==> src/hdl/mrsq_pkg.sv <==
// Shared types and constants of the multi-ring slot message queue.
package mrsq_pkg;

  localparam int ACTION_W   = 3;
  localparam int BYTES_W    = 16;
  localparam int RING_W     = 2;
  localparam int SLOT_W     = 10;
  localparam int STATUS_W   = 3;
  localparam int SLOTS_W    = 11;
  localparam int DESC_W     = RING_W + SLOT_W;
  localparam int CFG_IDX_W  = 3;
  localparam int CFG_DATA_W = 16;
  localparam int ELEM_BASE  = 4;
  localparam int DIV_W      = 32;
  localparam int DIV_CNT_W  = 5;

  localparam logic [SLOTS_W-1:0] SLOTS_RESET     = 11'd16;
  localparam logic [BYTES_W-1:0] ELEM_RESET_BASE = 16'd64;

  typedef enum logic [ACTION_W-1:0] {
    ACT_ALLOC_SIZE = 3'd0,
    ACT_ALLOC_RING = 3'd1,
    ACT_FREE       = 3'd2,
    ACT_ENQUEUE    = 3'd3,
    ACT_DEQUEUE    = 3'd4
  } action_t;

  typedef enum logic [STATUS_W-1:0] {
    ST_OK      = 3'd0,
    ST_FULL    = 3'd1,
    ST_EMPTY   = 3'd2,
    ST_INVALID = 3'd3,
    ST_ORDER   = 3'd4
  } status_t;

  typedef enum logic [1:0] {
    DIV_IDLE,
    DIV_RUN,
    DIV_DONE
  } div_state_t;

  typedef struct packed {
    logic start;
    logic ack;
  } div_ctl_t;

  typedef struct packed {
    logic busy;
    logic done;
  } div_sts_t;

endpackage

==> src/hdl/mrsq_in_if.sv <==
// Request channel of the message queue.
interface mrsq_in_if;
  logic                         valid;
  logic                         ready;
  logic [mrsq_pkg::ACTION_W-1:0] action;
  logic [mrsq_pkg::BYTES_W-1:0]  request_bytes;
  logic [mrsq_pkg::RING_W-1:0]   ring_sel;
  logic [mrsq_pkg::SLOT_W-1:0]   slot_sel;

  modport source (output valid, action, request_bytes, ring_sel, slot_sel, input ready);
  modport sink (input valid, action, request_bytes, ring_sel, slot_sel, output ready);
endinterface

==> src/hdl/mrsq_out_if.sv <==
// Result channel of the message queue.
interface mrsq_out_if;
  logic                          valid;
  logic                          ready;
  logic [mrsq_pkg::STATUS_W-1:0] status;
  logic [mrsq_pkg::RING_W-1:0]   out_ring;
  logic [mrsq_pkg::SLOT_W-1:0]   out_slot;
  logic                          wake_signal;

  modport source (output valid, status, out_ring, out_slot, wake_signal, input ready);
  modport sink (input valid, status, out_ring, out_slot, wake_signal, output ready);
endinterface

==> src/hdl/mrsq_ram.sv <==
// Generic single-write, single-read RAM with registered read data.
module mrsq_ram #(
  parameter int WIDTH = 12,
  parameter int DEPTH = 64
) (
  input  logic                     clk,
  input  logic                     we,
  input  logic [$clog2(DEPTH)-1:0] waddr,
  input  logic [WIDTH-1:0]         wdata,
  input  logic [$clog2(DEPTH)-1:0] raddr,
  output logic [WIDTH-1:0]         rdata
);

  logic [WIDTH-1:0] mem [DEPTH];
  logic [WIDTH-1:0] rdata_r;

  always_ff @(posedge clk) begin
    if (we) begin
      mem[waddr] <= wdata;
    end
    rdata_r <= mem[raddr];
  end

  assign rdata = rdata_r;

endmodule

==> src/hdl/mrsq_mod_unit.sv <==
// Bit-serial remainder unit: 32-bit dividend modulo an 11-bit divisor.
module mrsq_mod_unit (
  input  logic                       clk,
  input  logic                       rst_n,
  input  mrsq_pkg::div_ctl_t         ctl,
  input  logic [mrsq_pkg::DIV_W-1:0] dividend,
  input  logic [mrsq_pkg::SLOTS_W-1:0] divisor,
  output logic [mrsq_pkg::SLOTS_W-1:0] remainder,
  output mrsq_pkg::div_sts_t         sts
);
  import mrsq_pkg::*;

  div_state_t             state_r, state_nxt;
  logic [DIV_CNT_W-1:0]   cnt_r;
  logic [DIV_W-1:0]       dvd_r;
  logic [SLOTS_W-1:0]     dvs_r;
  logic [SLOTS_W-1:0]     rem_r;
  logic [SLOTS_W:0]       trial;
  logic [SLOTS_W-1:0]     rem_step;
  logic                   load;
  logic                   step;

  always_comb begin
    state_nxt = state_r;
    unique case (state_r)
      DIV_IDLE: if (ctl.start) state_nxt = DIV_RUN;
      DIV_RUN:  if (cnt_r == DIV_CNT_W'(DIV_W - 1)) state_nxt = DIV_DONE;
      DIV_DONE: if (ctl.ack) state_nxt = DIV_IDLE;
      default:  state_nxt = DIV_IDLE;
    endcase
  end

  always_comb begin
    load     = 1'b0;
    step     = 1'b0;
    sts.busy = 1'b0;
    sts.done = 1'b0;
    unique case (state_r)
      DIV_IDLE: load = ctl.start;
      DIV_RUN: begin
        step     = 1'b1;
        sts.busy = 1'b1;
      end
      DIV_DONE: sts.done = 1'b1;
      default: ;
    endcase
  end

  always_comb begin
    trial = {rem_r, dvd_r[DIV_W-1]};
    if (trial >= {1'b0, dvs_r}) begin
      rem_step = SLOTS_W'(trial - {1'b0, dvs_r});
    end else begin
      rem_step = trial[SLOTS_W-1:0];
    end
  end

  always_ff @(posedge clk) begin
    if (!rst_n) begin
      state_r <= DIV_IDLE;
      cnt_r   <= '0;
    end else begin
      state_r <= state_nxt;
      if (load) begin
        cnt_r <= '0;
      end else if (step) begin
        cnt_r <= cnt_r + 1'b1;
      end
    end
  end

  always_ff @(posedge clk) begin
    if (load) begin
      dvd_r <= dividend;
      dvs_r <= divisor;
      rem_r <= '0;
    end else if (step) begin
      dvd_r <= {dvd_r[DIV_W-2:0], 1'b0};
      rem_r <= rem_step;
    end
  end

  assign remainder = rem_r;

endmodule

==> src/hdl/multi_ring_slot_message_queue.sv <==
// Multi-ring slot message queue: size-class slot rings and a descriptor FIFO.
// A request is taken into an input register and its result lands in an output
// register; one transaction is accepted every cycle while the result side keeps
// up. One case is slower: an enqueue into a ring whose head or tail still sits
// at or beyond a lowered slot count needs a true remainder of its window
// distance, which the two 32-step bit-serial remainder units supply, and that
// transaction holds the input register until both units are done. The
// descriptor FIFO lives in a RAM with a registered read port that is steered
// to the next head, so dequeue results come out at full rate; its entries are
// undefined after reset and need no clearing pass.
module multi_ring_slot_message_queue #(
  parameter int NUM_RINGS   = 4,
  parameter int MAX_SLOTS   = 1024,
  parameter int QUEUE_DEPTH = 64
) (
  input  logic                            clk,
  input  logic                            rst_n,
  mrsq_in_if.sink                         in_ch,
  mrsq_out_if.source                      out_ch,
  input  logic                            cfg_we,
  input  logic [mrsq_pkg::CFG_IDX_W-1:0]  cfg_index,
  input  logic [mrsq_pkg::CFG_DATA_W-1:0] cfg_data
);
  import mrsq_pkg::*;

  localparam int SW  = $clog2(MAX_SLOTS);
  localparam int CW  = $clog2(MAX_SLOTS + 1);
  localparam int QAW = $clog2(QUEUE_DEPTH);
  localparam int QCW = $clog2(QUEUE_DEPTH + 1);

  logic [SLOTS_W-1:0] slots_r [NUM_RINGS];
  logic [BYTES_W-1:0] elem_r  [NUM_RINGS];

  logic [SW-1:0] head_r  [NUM_RINGS];
  logic [SW-1:0] head_nxt [NUM_RINGS];
  logic [SW-1:0] tail_r  [NUM_RINGS];
  logic [SW-1:0] tail_nxt [NUM_RINGS];
  logic [CW-1:0] count_r [NUM_RINGS];
  logic [CW-1:0] count_nxt [NUM_RINGS];

  logic [QAW-1:0] qhead_r, qhead_nxt;
  logic [QAW-1:0] qtail_r, qtail_nxt;
  logic [QCW-1:0] qcount_r, qcount_nxt;

  logic                in_vld_r;
  logic [ACTION_W-1:0] in_action_r;
  logic [BYTES_W-1:0]  in_req_r;
  logic [RING_W-1:0]   in_ri_r;
  logic [SLOT_W-1:0]   in_elt_r;

  logic                out_vld_r;
  logic [STATUS_W-1:0] out_status_r;
  logic [RING_W-1:0]   out_ring_r;
  logic [SLOT_W-1:0]   out_slot_r;
  logic                out_wake_r;

  logic               out_room;
  logic               fire;
  action_t            act;

  logic [SLOTS_W-1:0] n_c     [NUM_RINGS];
  logic [NUM_RINGS-1:0] full_v;
  logic [SW-1:0]      head_wr [NUM_RINGS];
  logic [SW-1:0]      tail_wr [NUM_RINGS];
  logic [NUM_RINGS-1:0] sel;
  logic [NUM_RINGS-1:0] size_fit;
  logic [NUM_RINGS-1:0] size_grant;
  logic [RING_W-1:0]  size_ring;
  logic [SLOT_W-1:0]  size_slot;

  logic [SLOTS_W-1:0] s_n;
  logic [SW-1:0]      s_head;
  logic [SW-1:0]      s_tail;
  logic [CW-1:0]      s_count;
  logic               s_full;
  logic               ri_ok;
  logic [SLOTS_W-1:0] elt_ext;

  logic [SLOTS_W:0]   v1, v2, fast1, fast2, d1, d2;
  logic               slow1, slow2, need_slow, win_ok;
  logic [DIV_W-1:0]   dvd1, dvd2;
  logic [SLOTS_W-1:0] rem1, rem2;
  div_ctl_t           div_ctl;
  div_sts_t           div_sts1, div_sts2;
  logic               div_done;
  logic               div_busy;

  logic               q_full, q_empty;
  logic [DESC_W-1:0]  q_rdata, q_head_desc;
  logic               byp_hit_r;
  logic [DESC_W-1:0]  byp_data_r;
  logic               q_we;
  logic [DESC_W-1:0]  q_wdata;

  status_t            res_status;
  logic [RING_W-1:0]  res_ring;
  logic [SLOT_W-1:0]  res_slot;
  logic               res_wake;
  logic [NUM_RINGS-1:0] alloc_v;
  logic [NUM_RINGS-1:0] free_v;
  logic               q_push, q_pop;

  assign out_room    = !out_vld_r || out_ch.ready;
  assign fire        = in_vld_r && out_room && (!need_slow || div_done);
  assign in_ch.ready = !in_vld_r || fire;
  assign act         = action_t'(in_action_r);

  // Per-ring derived values
  always_comb begin
    for (int r = 0; r < NUM_RINGS; r++) begin
      n_c[r] = (slots_r[r] > SLOTS_W'(MAX_SLOTS)) ? SLOTS_W'(MAX_SLOTS) : slots_r[r];
      full_v[r] = SLOTS_W'(count_r[r]) >= n_c[r];
      head_wr[r] = ((SLOTS_W'(head_r[r]) + 1'b1) >= n_c[r]) ? '0 : SW'(head_r[r] + 1'b1);
      tail_wr[r] = ((SLOTS_W'(tail_r[r]) + 1'b1) >= n_c[r]) ? '0 : SW'(tail_r[r] + 1'b1);
      sel[r] = in_ri_r == RING_W'(r);
      size_fit[r] = (n_c[r] != '0) && (elem_r[r] >= in_req_r) && !full_v[r];
    end
  end

  // Lowest fitting ring wins
  always_comb begin
    size_grant = '0;
    size_ring  = '0;
    size_slot  = '0;
    for (int r = NUM_RINGS - 1; r >= 0; r--) begin
      if (size_fit[r]) begin
        size_grant    = '0;
        size_grant[r] = 1'b1;
        size_ring     = RING_W'(r);
        size_slot     = SLOT_W'(tail_r[r]);
      end
    end
  end

  always_comb begin
    s_n     = '0;
    s_head  = '0;
    s_tail  = '0;
    s_count = '0;
    s_full  = 1'b0;
    for (int r = 0; r < NUM_RINGS; r++) begin
      if (sel[r]) begin
        s_n     = n_c[r];
        s_head  = head_r[r];
        s_tail  = tail_r[r];
        s_count = count_r[r];
        s_full  = full_v[r];
      end
    end
  end

  assign ri_ok   = {1'b0, in_ri_r} < (RING_W + 1)'(NUM_RINGS);
  assign elt_ext = SLOTS_W'(in_elt_r);

  // Occupied-window check: fast compare-subtract, slow path through the remainder units
  always_comb begin
    v1    = (SLOTS_W + 1)'(s_n) + (SLOTS_W + 1)'(in_elt_r) - (SLOTS_W + 1)'(s_head);
    v2    = (SLOTS_W + 1)'(s_n) + (SLOTS_W + 1)'(s_tail) - (SLOTS_W + 1)'(s_head);
    slow1 = (SLOTS_W + 1)'(s_head) > ((SLOTS_W + 1)'(s_n) + (SLOTS_W + 1)'(in_elt_r));
    slow2 = (s_tail != s_head) &&
            (((SLOTS_W + 1)'(s_head) > ((SLOTS_W + 1)'(s_n) + (SLOTS_W + 1)'(s_tail))) ||
             (v2 >= {s_n, 1'b0}));
    fast1 = (v1 >= (SLOTS_W + 1)'(s_n)) ? v1 - (SLOTS_W + 1)'(s_n) : v1;
    fast2 = (v2 >= (SLOTS_W + 1)'(s_n)) ? v2 - (SLOTS_W + 1)'(s_n) : v2;
    d1    = slow1 ? (SLOTS_W + 1)'(rem1) : fast1;
    if (s_tail == s_head) begin
      d2 = (s_count == '0) ? '0 : (SLOTS_W + 1)'(s_n);
    end else begin
      d2 = slow2 ? (SLOTS_W + 1)'(rem2) : fast2;
    end
    dvd1 = DIV_W'(s_n) + DIV_W'(in_elt_r) - DIV_W'(s_head);
    dvd2 = DIV_W'(s_n) + DIV_W'(s_tail) - DIV_W'(s_head);
    win_ok    = ri_ok && (s_n != '0) && (elt_ext < s_n) && (d1 < d2);
    need_slow = (act == ACT_ENQUEUE) && ri_ok && (s_n != '0) && (elt_ext < s_n) &&
                (slow1 || slow2);
  end

  assign div_done      = div_sts1.done && div_sts2.done;
  assign div_busy      = div_sts1.busy || div_sts2.busy;
  assign div_ctl.start = in_vld_r && need_slow && !div_busy && !div_done;
  assign div_ctl.ack   = fire && need_slow;

  mrsq_mod_unit u_mod_elt (
    .clk       (clk),
    .rst_n     (rst_n),
    .ctl       (div_ctl),
    .dividend  (dvd1),
    .divisor   (s_n),
    .remainder (rem1),
    .sts       (div_sts1)
  );

  mrsq_mod_unit u_mod_tail (
    .clk       (clk),
    .rst_n     (rst_n),
    .ctl       (div_ctl),
    .dividend  (dvd2),
    .divisor   (s_n),
    .remainder (rem2),
    .sts       (div_sts2)
  );

  assign q_full      = qcount_r >= QCW'(QUEUE_DEPTH);
  assign q_empty     = qcount_r == '0;
  assign q_head_desc = byp_hit_r ? byp_data_r : q_rdata;

  always_comb begin
    res_status = ST_INVALID;
    res_ring   = '0;
    res_slot   = '0;
    res_wake   = 1'b0;
    alloc_v    = '0;
    free_v     = '0;
    q_push     = 1'b0;
    q_pop      = 1'b0;
    unique case (act)
      ACT_ALLOC_SIZE: begin
        if (size_grant != '0) begin
          res_status = ST_OK;
          res_ring   = size_ring;
          res_slot   = size_slot;
          alloc_v    = size_grant;
        end else begin
          res_status = ST_FULL;
        end
      end
      ACT_ALLOC_RING: begin
        if (!ri_ok) begin
          res_status = ST_INVALID;
        end else if (q_full || s_full) begin
          res_status = ST_FULL;
        end else begin
          res_status = ST_OK;
          res_ring   = in_ri_r;
          res_slot   = SLOT_W'(s_tail);
          alloc_v    = sel;
        end
      end
      ACT_FREE: begin
        if (!ri_ok || (s_n == '0) || (elt_ext >= s_n)) begin
          res_status = ST_INVALID;
        end else if (s_count == '0) begin
          res_status = ST_EMPTY;
        end else if (elt_ext != SLOTS_W'(s_head)) begin
          res_status = ST_ORDER;
        end else begin
          res_status = ST_OK;
          res_wake   = s_full;
          free_v     = sel;
        end
      end
      ACT_ENQUEUE: begin
        if (!win_ok) begin
          res_status = ST_INVALID;
        end else if (q_full) begin
          res_status = ST_FULL;
        end else begin
          res_status = ST_OK;
          res_wake   = q_empty;
          q_push     = 1'b1;
        end
      end
      ACT_DEQUEUE: begin
        if (q_empty) begin
          res_status = ST_EMPTY;
        end else begin
          res_status = ST_OK;
          res_ring   = q_head_desc[DESC_W-1:SLOT_W];
          res_slot   = q_head_desc[SLOT_W-1:0];
          res_wake   = q_full;
          q_pop      = 1'b1;
        end
      end
      default: res_status = ST_INVALID;
    endcase
  end

  // Next state, advanced only when the transaction completes
  always_comb begin
    for (int r = 0; r < NUM_RINGS; r++) begin
      head_nxt[r]  = head_r[r];
      tail_nxt[r]  = tail_r[r];
      count_nxt[r] = count_r[r];
      if (fire && alloc_v[r]) begin
        tail_nxt[r]  = tail_wr[r];
        count_nxt[r] = count_r[r] + 1'b1;
      end else if (fire && free_v[r]) begin
        head_nxt[r]  = head_wr[r];
        count_nxt[r] = count_r[r] - 1'b1;
      end
    end
    qhead_nxt  = qhead_r;
    qtail_nxt  = qtail_r;
    qcount_nxt = qcount_r;
    if (fire && q_push) begin
      qtail_nxt  = (qtail_r == QAW'(QUEUE_DEPTH - 1)) ? '0 : qtail_r + 1'b1;
      qcount_nxt = qcount_r + 1'b1;
    end else if (fire && q_pop) begin
      qhead_nxt  = (qhead_r == QAW'(QUEUE_DEPTH - 1)) ? '0 : qhead_r + 1'b1;
      qcount_nxt = qcount_r - 1'b1;
    end
  end

  assign q_we    = fire && q_push;
  assign q_wdata = {in_ri_r, in_elt_r};

  mrsq_ram #(
    .WIDTH (DESC_W),
    .DEPTH (QUEUE_DEPTH)
  ) u_queue_ram (
    .clk   (clk),
    .we    (q_we),
    .waddr (qtail_r),
    .wdata (q_wdata),
    .raddr (qhead_nxt),
    .rdata (q_rdata)
  );

  // Forward a write that lands on the entry being read
  always_ff @(posedge clk) begin
    byp_data_r <= q_wdata;
    if (!rst_n) begin
      byp_hit_r <= 1'b0;
    end else begin
      byp_hit_r <= q_we && (qtail_r == qhead_nxt);
    end
  end

  always_ff @(posedge clk) begin
    if (!rst_n) begin
      for (int r = 0; r < NUM_RINGS; r++) begin
        slots_r[r] <= SLOTS_RESET;
        elem_r[r]  <= BYTES_W'(ELEM_RESET_BASE << r);
      end
    end else if (cfg_we) begin
      for (int r = 0; r < NUM_RINGS; r++) begin
        if (cfg_index == CFG_IDX_W'(r)) begin
          slots_r[r] <= cfg_data[SLOTS_W-1:0];
        end
        if (cfg_index == CFG_IDX_W'(ELEM_BASE + r)) begin
          elem_r[r] <= cfg_data[BYTES_W-1:0];
        end
      end
    end
  end

  always_ff @(posedge clk) begin
    if (!rst_n) begin
      for (int r = 0; r < NUM_RINGS; r++) begin
        head_r[r]  <= '0;
        tail_r[r]  <= '0;
        count_r[r] <= '0;
      end
      qhead_r  <= '0;
      qtail_r  <= '0;
      qcount_r <= '0;
    end else begin
      for (int r = 0; r < NUM_RINGS; r++) begin
        head_r[r]  <= head_nxt[r];
        tail_r[r]  <= tail_nxt[r];
        count_r[r] <= count_nxt[r];
      end
      qhead_r  <= qhead_nxt;
      qtail_r  <= qtail_nxt;
      qcount_r <= qcount_nxt;
    end
  end

  // Input register
  always_ff @(posedge clk) begin
    if (!rst_n) begin
      in_vld_r <= 1'b0;
    end else if (in_ch.ready) begin
      in_vld_r <= in_ch.valid;
    end
  end

  always_ff @(posedge clk) begin
    if (in_ch.valid && in_ch.ready) begin
      in_action_r <= in_ch.action;
      in_req_r    <= in_ch.request_bytes;
      in_ri_r     <= in_ch.ring_sel;
      in_elt_r    <= in_ch.slot_sel;
    end
  end

  // Result register
  always_ff @(posedge clk) begin
    if (!rst_n) begin
      out_vld_r <= 1'b0;
    end else if (out_room) begin
      out_vld_r <= fire;
    end
  end

  always_ff @(posedge clk) begin
    if (fire) begin
      out_status_r <= res_status;
      out_ring_r   <= res_ring;
      out_slot_r   <= res_slot;
      out_wake_r   <= res_wake;
    end
  end

  assign out_ch.valid       = out_vld_r;
  assign out_ch.status      = out_status_r;
  assign out_ch.out_ring    = out_ring_r;
  assign out_ch.out_slot    = out_slot_r;
  assign out_ch.wake_signal = out_wake_r;

endmodule
==> src/flat_wrapper.sv <==
// flat-port wrapper written by rule: the top's interface ports become plain ports
module multi_ring_slot_message_queue_flat import mrsq_pkg::*;
#(
  parameter int NUM_RINGS   = 4,
  parameter int MAX_SLOTS   = 1024,
  parameter int QUEUE_DEPTH = 64
)
  (clk, rst_n, cfg_we, cfg_index, cfg_data, in_ch_valid, in_ch_action, in_ch_request_bytes, in_ch_ring_sel, in_ch_slot_sel, in_ch_ready, out_ch_valid, out_ch_status, out_ch_out_ring, out_ch_out_slot, out_ch_wake_signal, out_ch_ready);
  mrsq_in_if in_ch_i ();
  mrsq_out_if out_ch_i ();
  input  logic clk;
  input  logic rst_n;
  input  logic cfg_we;
  input  logic [mrsq_pkg::CFG_IDX_W-1:0] cfg_index;
  input  logic [mrsq_pkg::CFG_DATA_W-1:0] cfg_data;
  input wire logic [$bits(in_ch_i.valid)-1:0] in_ch_valid;
  input wire logic [$bits(in_ch_i.action)-1:0] in_ch_action;
  input wire logic [$bits(in_ch_i.request_bytes)-1:0] in_ch_request_bytes;
  input wire logic [$bits(in_ch_i.ring_sel)-1:0] in_ch_ring_sel;
  input wire logic [$bits(in_ch_i.slot_sel)-1:0] in_ch_slot_sel;
  output wire logic [$bits(in_ch_i.ready)-1:0] in_ch_ready;
  output wire logic [$bits(out_ch_i.valid)-1:0] out_ch_valid;
  output wire logic [$bits(out_ch_i.status)-1:0] out_ch_status;
  output wire logic [$bits(out_ch_i.out_ring)-1:0] out_ch_out_ring;
  output wire logic [$bits(out_ch_i.out_slot)-1:0] out_ch_out_slot;
  output wire logic [$bits(out_ch_i.wake_signal)-1:0] out_ch_wake_signal;
  input wire logic [$bits(out_ch_i.ready)-1:0] out_ch_ready;
  assign in_ch_i.valid = in_ch_valid;
  assign in_ch_i.action = in_ch_action;
  assign in_ch_i.request_bytes = in_ch_request_bytes;
  assign in_ch_i.ring_sel = in_ch_ring_sel;
  assign in_ch_i.slot_sel = in_ch_slot_sel;
  assign in_ch_ready = in_ch_i.ready;
  assign out_ch_valid = out_ch_i.valid;
  assign out_ch_status = out_ch_i.status;
  assign out_ch_out_ring = out_ch_i.out_ring;
  assign out_ch_out_slot = out_ch_i.out_slot;
  assign out_ch_wake_signal = out_ch_i.wake_signal;
  assign out_ch_i.ready = out_ch_ready;
  multi_ring_slot_message_queue #(.NUM_RINGS(NUM_RINGS), .MAX_SLOTS(MAX_SLOTS), .QUEUE_DEPTH(QUEUE_DEPTH)) u_core (.clk(clk), .rst_n(rst_n), .in_ch(in_ch_i), .out_ch(out_ch_i), .cfg_we(cfg_we), .cfg_index(cfg_index), .cfg_data(cfg_data));
endmodule
==> config.mk <==
export PLATFORM = sky130hd
export DESIGN_NAME = multi_ring_slot_message_queue_flat
export DESIGN_NICKNAME = d
export VERILOG_FILES = /design/src/hdl/mrsq_pkg.sv /design/src/hdl/mrsq_in_if.sv /design/src/hdl/mrsq_out_if.sv /design/src/hdl/mrsq_ram.sv /design/src/hdl/mrsq_mod_unit.sv /design/src/hdl/multi_ring_slot_message_queue.sv /design/src/flat_wrapper.sv
export SDC_FILE = /design/constraint.sdc
export NUM_CORES = 2
export LEC_CHECK = 0
export BUFFER_PORTS_ARGS = -buffer_cell sky130_fd_sc_hd__buf_2
export CAP_MARGIN = 30
export CORE_MARGIN = 4
export CORE_UTILIZATION = 31
export CTS_CLUSTER_SIZE = 16
export DETAILED_ROUTE_END_ITERATION = 8
export PLACE_DENSITY = 0.46
export SETUP_SLACK_MARGIN = 0.02
export SLEW_MARGIN = 25
export SYNTH_ARGS = -nofsm -noshare
export SYNTH_HDL_FRONTEND = slang
export SYNTH_SLANG_ARGS = --single-unit
export TNS_END_PERCENT = 30
==> constraint.sdc <==
create_clock -name clk -period 13.6 [get_ports clk]
set_input_delay 1.36 -clock clk [delete_from_list [all_inputs] [get_ports clk]]
set_output_delay 1.36 -clock clk [all_outputs]
set_load 0.05 [all_outputs]
After elaboration in Yosys (flattened, before gate mapping)
Memory sizes are Yosys's and may differ from the RTL's. A register that Yosys moved wholly into a read port is not among the register bits.
Index checks and enable logic that the tools add are counted.
W data, S select, Z words.
{ "word_totals": {"input_bits": 55, "out_inout_bits": 18, "mem_count": 6, "regBits": 203, "elab_cells": 415, "ram_bits": 1000} }
{ "mem_list": {"columns": ["name", "words", "word_bits", "read_ports", "rd_clocked_by_memory_dff", "write_ports", "line", "rtl"], "rows": [
  ["u_core.u_queue_ram.mem", 64, 12, 1, 1, 1, "mrsq_ram.sv:14", "logic [WIDTH-1:0] mem [DEPTH];"],
  ["u_core.elem_r", 4, 16, 4, 0, 4, "multi_ring_slot_message_queue.sv:32", "logic [BYTES_W-1:0] elem_r [NUM_RINGS];"],
  ["u_core.count_r", 4, 11, 4, 0, 4, "multi_ring_slot_message_queue.sv:38", "logic [CW-1:0] count_r [NUM_RINGS];"],
  ["u_core.slots_r", 4, 11, 4, 0, 4, "multi_ring_slot_message_queue.sv:31", "logic [SLOTS_W-1:0] slots_r [NUM_RINGS];"],
  ["u_core.head_r", 4, 10, 4, 0, 4, "multi_ring_slot_message_queue.sv:34", "logic [SW-1:0] head_r [NUM_RINGS];"],
  ["u_core.tail_r", 4, 10, 4, 0, 4, "multi_ring_slot_message_queue.sv:36", "logic [SW-1:0] tail_r [NUM_RINGS];"]
]} }
{ "classes": {"eq_ne": 32, "addsub": 42, "reduce_logical": 71, "magnitude_cmp": 31, "n_mux": 187, "bitwise_logic": 21} }
{ "op_table": {"columns": ["operator", "n"], "rows": [
  ["$mux W10", 43],
  ["$mux W11", 31],
  ["$ge A11 B11 Y1", 12],
  ["$mux W32", 4],
  ["$add A10 B1 Y11 const B", 8],
  ["$add A10 B1 Y10 const B", 8],
  ["$mux W12", 6],
  ["$ge A16 B16 Y1", 4],
  ["$mux W16", 4],
  ["$sub A32 B10 Y32", 2],
  ["$mux W1", 60],
  ["$reduce_bool A11 Y1", 5],
  ["$add A11 B10 Y12", 4],
  ["$ge A12 B11 Y1", 4],
  ["$add A11 B1 Y11 const B", 4],
  ["$gt A11 B11 Y1 const B", 4],
  ["$sub A11 B1 Y11 const B", 4],
  ["$mux W4", 10],
  ["$logic_and A1 B1 Y1", 33],
  ["$pmux W10 S3", 1],
  ["$gt A10 B12 Y1", 2],
  ["$mux W2", 12],
  ["$mux W6", 4],
  ["$sub A12 B10 Y12", 2],
  ["other kinds (41)", 113]
]} }

Depth between registers and ports, before layout
An unclocked memory read counts as a cell.
{ "logic_depth": {"ltp_word": 22, "depth_mapped": 53, "mapped_depth_nobuf": 49} }

Hierarchy
From an unflattened synthesis, not the netlist that was laid out.
{ "unflattened": {"hier_cells": 4988, "hier_area_um2": 63205.6} }
{ "modules_own_cells": {"columns": ["mod", "cells_per_inst", "instances", "area_each_um2", "seq_area_each_um2"], "rows": [
  ["mrsq_ram", 1324, 1, 29871.1, 23302.3],
  ["multi_ring_slot_message_queue", 3034, 1, 27273.7, 7817.5],
  ["mrsq_mod_unit", 315, 2, 3030.4, 1651.6]
]} }

Worst setup path after synthesis
No wires, ideal clock.
{ "synth_path": {"kind": "flip-flop to flip-flop", "from": "reg u_core.in_ri_r[0]", "to": "mem u_core.u_queue_ram.mem[27][0], enable pin", "period_less_slack_ns": 11.005, "required_time_ns": 13.187, "setup_ns": 0.413, "path_slack_ns": 2.595, "t_arrival_ns": 10.592, "n_path_buf": 6, "path_stages_with_launch": 43, "cell_sequence": "edfxtp_1 -> buf_6 -> buf_6 -> buf_2 -> clkbuf_1 -> mux4_2 -> ha_1 -> ha_1 -> a31oi_1 -> xnor2_1 -> ha_1 -> o21ai_0 -> a21oi_1 -> o21ai_0 -> a21boi_0 -> o21ai_0 -> a21boi_0 -> o21ai_0 -> (+7 left out) -> a221oi_1 -> o311ai_0 -> a21oi_1 -> clkbuf_1 -> a222oi_1 -> ha_1 -> a21oi_1 -> nor2b_1 -> o21ai_0 -> a21oi_1 -> nor3_1 -> nor2_1 -> or4_4 -> nor4_4 -> a31o_1 -> buf_4 -> nand2_2 -> nor4_1"} }
{ "synth_via": {"elab_chain_cells": 19, "word_cells_on_any_way": 59, "classes_between": "add/sub (6); order compare (7); eq/ne (5); mux (26); reduce/logical (15)"} }
{ "synth_rtl": {"columns": ["item", "line", "rtl"], "rows": [
  ["start, declared", "multi_ring_slot_message_queue.sv:48", "logic [RING_W-1:0] in_ri_r;"],
  ["start signal, assigned", "multi_ring_slot_message_queue.sv:382", "in_ri_r <= in_ch.ring_sel;"],
  ["$logic_not A2 Y1", "multi_ring_slot_message_queue.sv:115", "sel[r] = in_ri_r == RING_W'(r);"],
  ["$mux W11 (3 in a row)", "multi_ring_slot_message_queue.sv:142", "if (sel[r]) begin"],
  ["$mux W11 *", "multi_ring_slot_message_queue.sv:142", null],
  ["named net u_core.s_n[0]", "multi_ring_slot_message_queue.sv:71", "logic [SLOTS_W-1:0] s_n;"],
  ["$add A11 B10 Y12", "multi_ring_slot_message_queue.sv:158, multi_ring_slot_message_queue.sv:161", null],
  ["$sub A12 B10 Y12", "multi_ring_slot_message_queue.sv:158", "v2 = (SLOTS_W + 1)'(s_n) + (SLOTS_W + 1)'(s_tail) - (SLOTS_W + 1)'(s_head);"],
  ["$ge A12 B12 Y1", "multi_ring_slot_message_queue.sv:162", "(v2 >= {s_n, 1'b0}));"],
  ["$logic_or A1 B1 Y1", "multi_ring_slot_message_queue.sv:161", "(((SLOTS_W + 1)'(s_head) > ((SLOTS_W + 1)'(s_n) + (SLOTS_W + 1)'(s_tail))) ||"],
  ["(+2 left out)", null, null],
  ["$mux W12", "multi_ring_slot_message_queue.sv:166", "if (s_tail == s_head) begin"],
  ["$lt A12 B12 Y1", "multi_ring_slot_message_queue.sv:173", "win_ok = ri_ok && (s_n != '0) && (elt_ext < s_n) && (d1 < d2);"],
  ["$logic_and A1 B1 Y1", "multi_ring_slot_message_queue.sv:173", null],
  ["$mux W1", "multi_ring_slot_message_queue.sv:253", "if (!win_ok) begin"],
  ["$mux W1", "multi_ring_slot_message_queue.sv:216", "unique case (act)"],
  ["$logic_and A1 B1 Y1 *", "multi_ring_slot_message_queue.sv:304", "assign q_we = fire && q_push;"],
  ["$mux W1 *", "mrsq_ram.sv:18", "if (we) begin"],
  ["$mux W1 (implied by the code) *", "mrsq_ram.sv:19", "mem[waddr] <= wdata;"],
  ["end, declared", "mrsq_ram.sv:14", null]
]} }
Mark *: on every way through the listed nets, which the timed path passes. The rest lies on a longest branch.

==> results.cfg <==
[status]
status = complete, no violations

[power_and_ir_drop]
p_per_area_nw_per_um2 = 140
p_leak_nw = 26.6
ir_drop_v = 0.000138

[routing]
drt_pass1_iterations = 5
drtAntennaViolNets = 0
avgRoutedWirePerCell_um = 23.9
routed_wl_um = 204000
drc_errors = 0
viasPerCell = 5.28
drt-initial-drc-count = 4058
routed-via-count = 45200

[logic_synthesis]
synth-async-reset-ratio = 0
syn_area_um2 = 62100
synth_compound_area_frac = 0.108
yosysTopAreaCell = edfxtp_1
synth_top_cell_area_share = 0.488
ys_types = 100
yosys.area_share.adder = 0.0769
synth-xor-area-share = 0.0285
synth.net_count = 6126
ys_seq_area_frac = 0.554
synth-seq-cells = 1215
yosys_warnings = 0
synthFlopType = edfxtp_1
yosys.area_share.simple = 0.176
avgSynthCellArea_um2 = 10.9
synth_top_family_by_area = simple AND/OR/NAND/NOR gates
syn_inst = 5700
synthMuxAreaShare = 0.0260
synth-edff-count = 1009
synthTopCellsByArea = edfxtp_1, ha_1, dfxtp_1, nand2_1, nand3_1
synth.most_common_cell = edfxtp_1
synthTopCellsByCount = edfxtp_1, nand2_1, nand3_1

[global_routing]
overflow = 0
grt_pass1_vias = 43500
grt_max_degree = 169
antenna_found_initial = 19
grtUsageTotal = 0.191
grt_pass1_wl_um = 299000

[timing]
slew_violations = 0
fmax_mhz = 80.7
worst_pin_slew_ns = 0.988
finalWorstSetupSlack_ns = 1.21
fin_crit_sh = 0.911
fin_skew_ns = 0.0711
rsz0062_at_grt = false
fin_setup_tns_ns = 0
slew_headroom = 0.342
hold_ws_ns = 0.465
fin_crit_ns = 12.39
setup_viol = 0
hold_viol = 0

[placed_design]
gp_congestion = 0.906
place_ws_ns = 1.32
io_buffers = 72
hpwl_um = 138000

[worst_setup_path]
worstSetupStartpointType = register
slowest_delay_ns = 0.57
r2r_start = u_core.slots_r[1][10]
critPathSlowestCell = edfxtp_1
worstSetupEndpointType = register
crit_path_start = u_core.slots_r[1][10]
worstPathArrival_ns = 13.12
critPathMaxFanout = 15
crit_type = reg -> reg
cp.required_ns = 14.33

[worst_hold_path]
hold_start = u_core.u_mod_elt.cnt_r[4]
hold_class = reg -> reg

[layout]
drive_gt1_frac = 0.0971
syn2layout_area_growth_pct = 13.9
fin_nets = 6199

[cts]
clk_pin_slew_ns = 0.06
clock-sinks = 1215
cts_resized = 0
cts_buffers = 145
root_buffer = clkbuf_16
cts_hold_buf = 0
insertion_delay_ns = 0.84
cts_tree = yes
clock_path_buffers = 3
cts_setup_buffers = 0
htree_levels = 4

[die]
chipHeight_um = 456
die_x_um = 456
rows = 164
pin_count = 73
dieArea_um2 = 208000
core_area_um2 = 199000
start_util = 0.311

[flow_run]
max-cap-violations = 0
metrics by stage:
stage,total power [mW],instance area [µm²],util,instances
after CTS,10.0,70500,0.353,8526
after global placement,6.18,65600,0.329,8245
after global routing,10.4,70700,0.355,8549
after detailed placement,6.17,65800,0.330,8263
after floorplan,5.52,62100,-,5700
final,9.91,70800,0.355,8551
state kept, by name, indices dropped and copies added (netlist names), 6 cells and up:
register and flops:
u_core.tail_r 40, u_core.qcount_r 7, u_core.slots_r 44, u_core.u_mod_tail.remainder 11
u_core.u_mod_elt.remainder 11, u_core.out_ch.out_slot 10, u_core.count_r 44, u_core.in_req_r 16
u_core.u_queue_ram.rdata 12, u_core.qtail_r 6, u_core.u_mod_elt.dvd_r 32, u_core.byp_data_r 12
u_core.head_r 40, u_core.qhead_r 6, u_core.u_mod_tail.dvs_r 11, u_core.elem_r 64
u_core.u_mod_elt.dvs_r 11, u_core.in_elt_r 10, u_core.u_mod_tail.dvd_r 32, u_core.u_queue_ram.mem 768
cells in the final DEF, fill, tap and decap left out, types with 56 or more instances in the layout:
cell / instances
buf_2: 71
nand4_1: 56
ha_1: 361
and2_1: 110
a21o_1: 127
edfxtp_1: 1009
nand3_1: 508
dfxtp_1: 206
nor3_1: 58
and3_1: 113
xnor2_1: 121
a311oi_1: 99
nor2_1: 243
buf_4: 126
a31oi_1: 61
clkbuf_16: 148
inv_1: 186
o21ai_0: 178
nand2_1: 975
a21oi_1: 209
xor2_1: 79
cell families (layout without fill, tap and decap cells):
logic type,Yosys count,after routing
multiplexers,103,103
AND/OR/NAND/NOR,2329,2329
XOR/XNOR,202,202
buffers and inverters,484,673
flip-flops,1215,1215
adder cells (fa/ha/maj),377,377
AO/OA/AOI/OAI,990,990
other,0,6
worst paths after layout:
path | endpoint | slack (ns) | depth (start not counted)
worst min register to register | u_core.u_mod_elt.cnt_r[4] | 0.46 | 2
worst min-delay path | u_core.u_mod_elt.cnt_r[4] | 0.46 | 2
worst max-delay path | u_core.qcount_r[6] | 1.21 | 47
worst max register to register | u_core.qcount_r[6] | 1.21 | 47
critical path, delay by kind of cell (launching register included):
kind,cells,cell delay [ns]
AOI/OAI and AO/OA,22,5.09
and+or+nand+nor,12,2.85
DFF,1,0.57
buffers and inverters,4,0.77
xor gates and xnor gates,2,0.46
adders and majority gates,6,2.01
muxes,1,0.55
per-layer routing:
metal / up-vias / global-route usage / share of wire
met5: - / 0 / 0
met4: 0 / 0.0698 / 0.040
met3: 303 / 0.0278 / 0.052
met2: 1293 / 0.303 / 0.46
met1: 22400 / 0.265 / 0.45
li1: 21100 / - / -
cell type report:
class	count	area (µm²)
Antenna cell	6	15.0
Clock inverter	68	731
Timing Repair Buffer	213	1610
Multi-Input combinational cell	4001	26000
Sequential cell	1215	34400
Tap cell	2656	3320
Fill cell	19800	129000
Inverter	197	746
Clock buffer	195	3910
report_power, final:
group | switching, mW | leakage (nW) | internal (mW) | total, mW
Combinational | 1.24 | 13.6 | 0.681 | 1.92
Sequential | 0.0756 | 10.8 | 4.12 | 4.19
Clock | 1.64 | 2.23 | 2.16 | 3.80
Total | 2.95 | 26.6 | 6.96 | 9.91
Power figures use the tool's default switching activity.
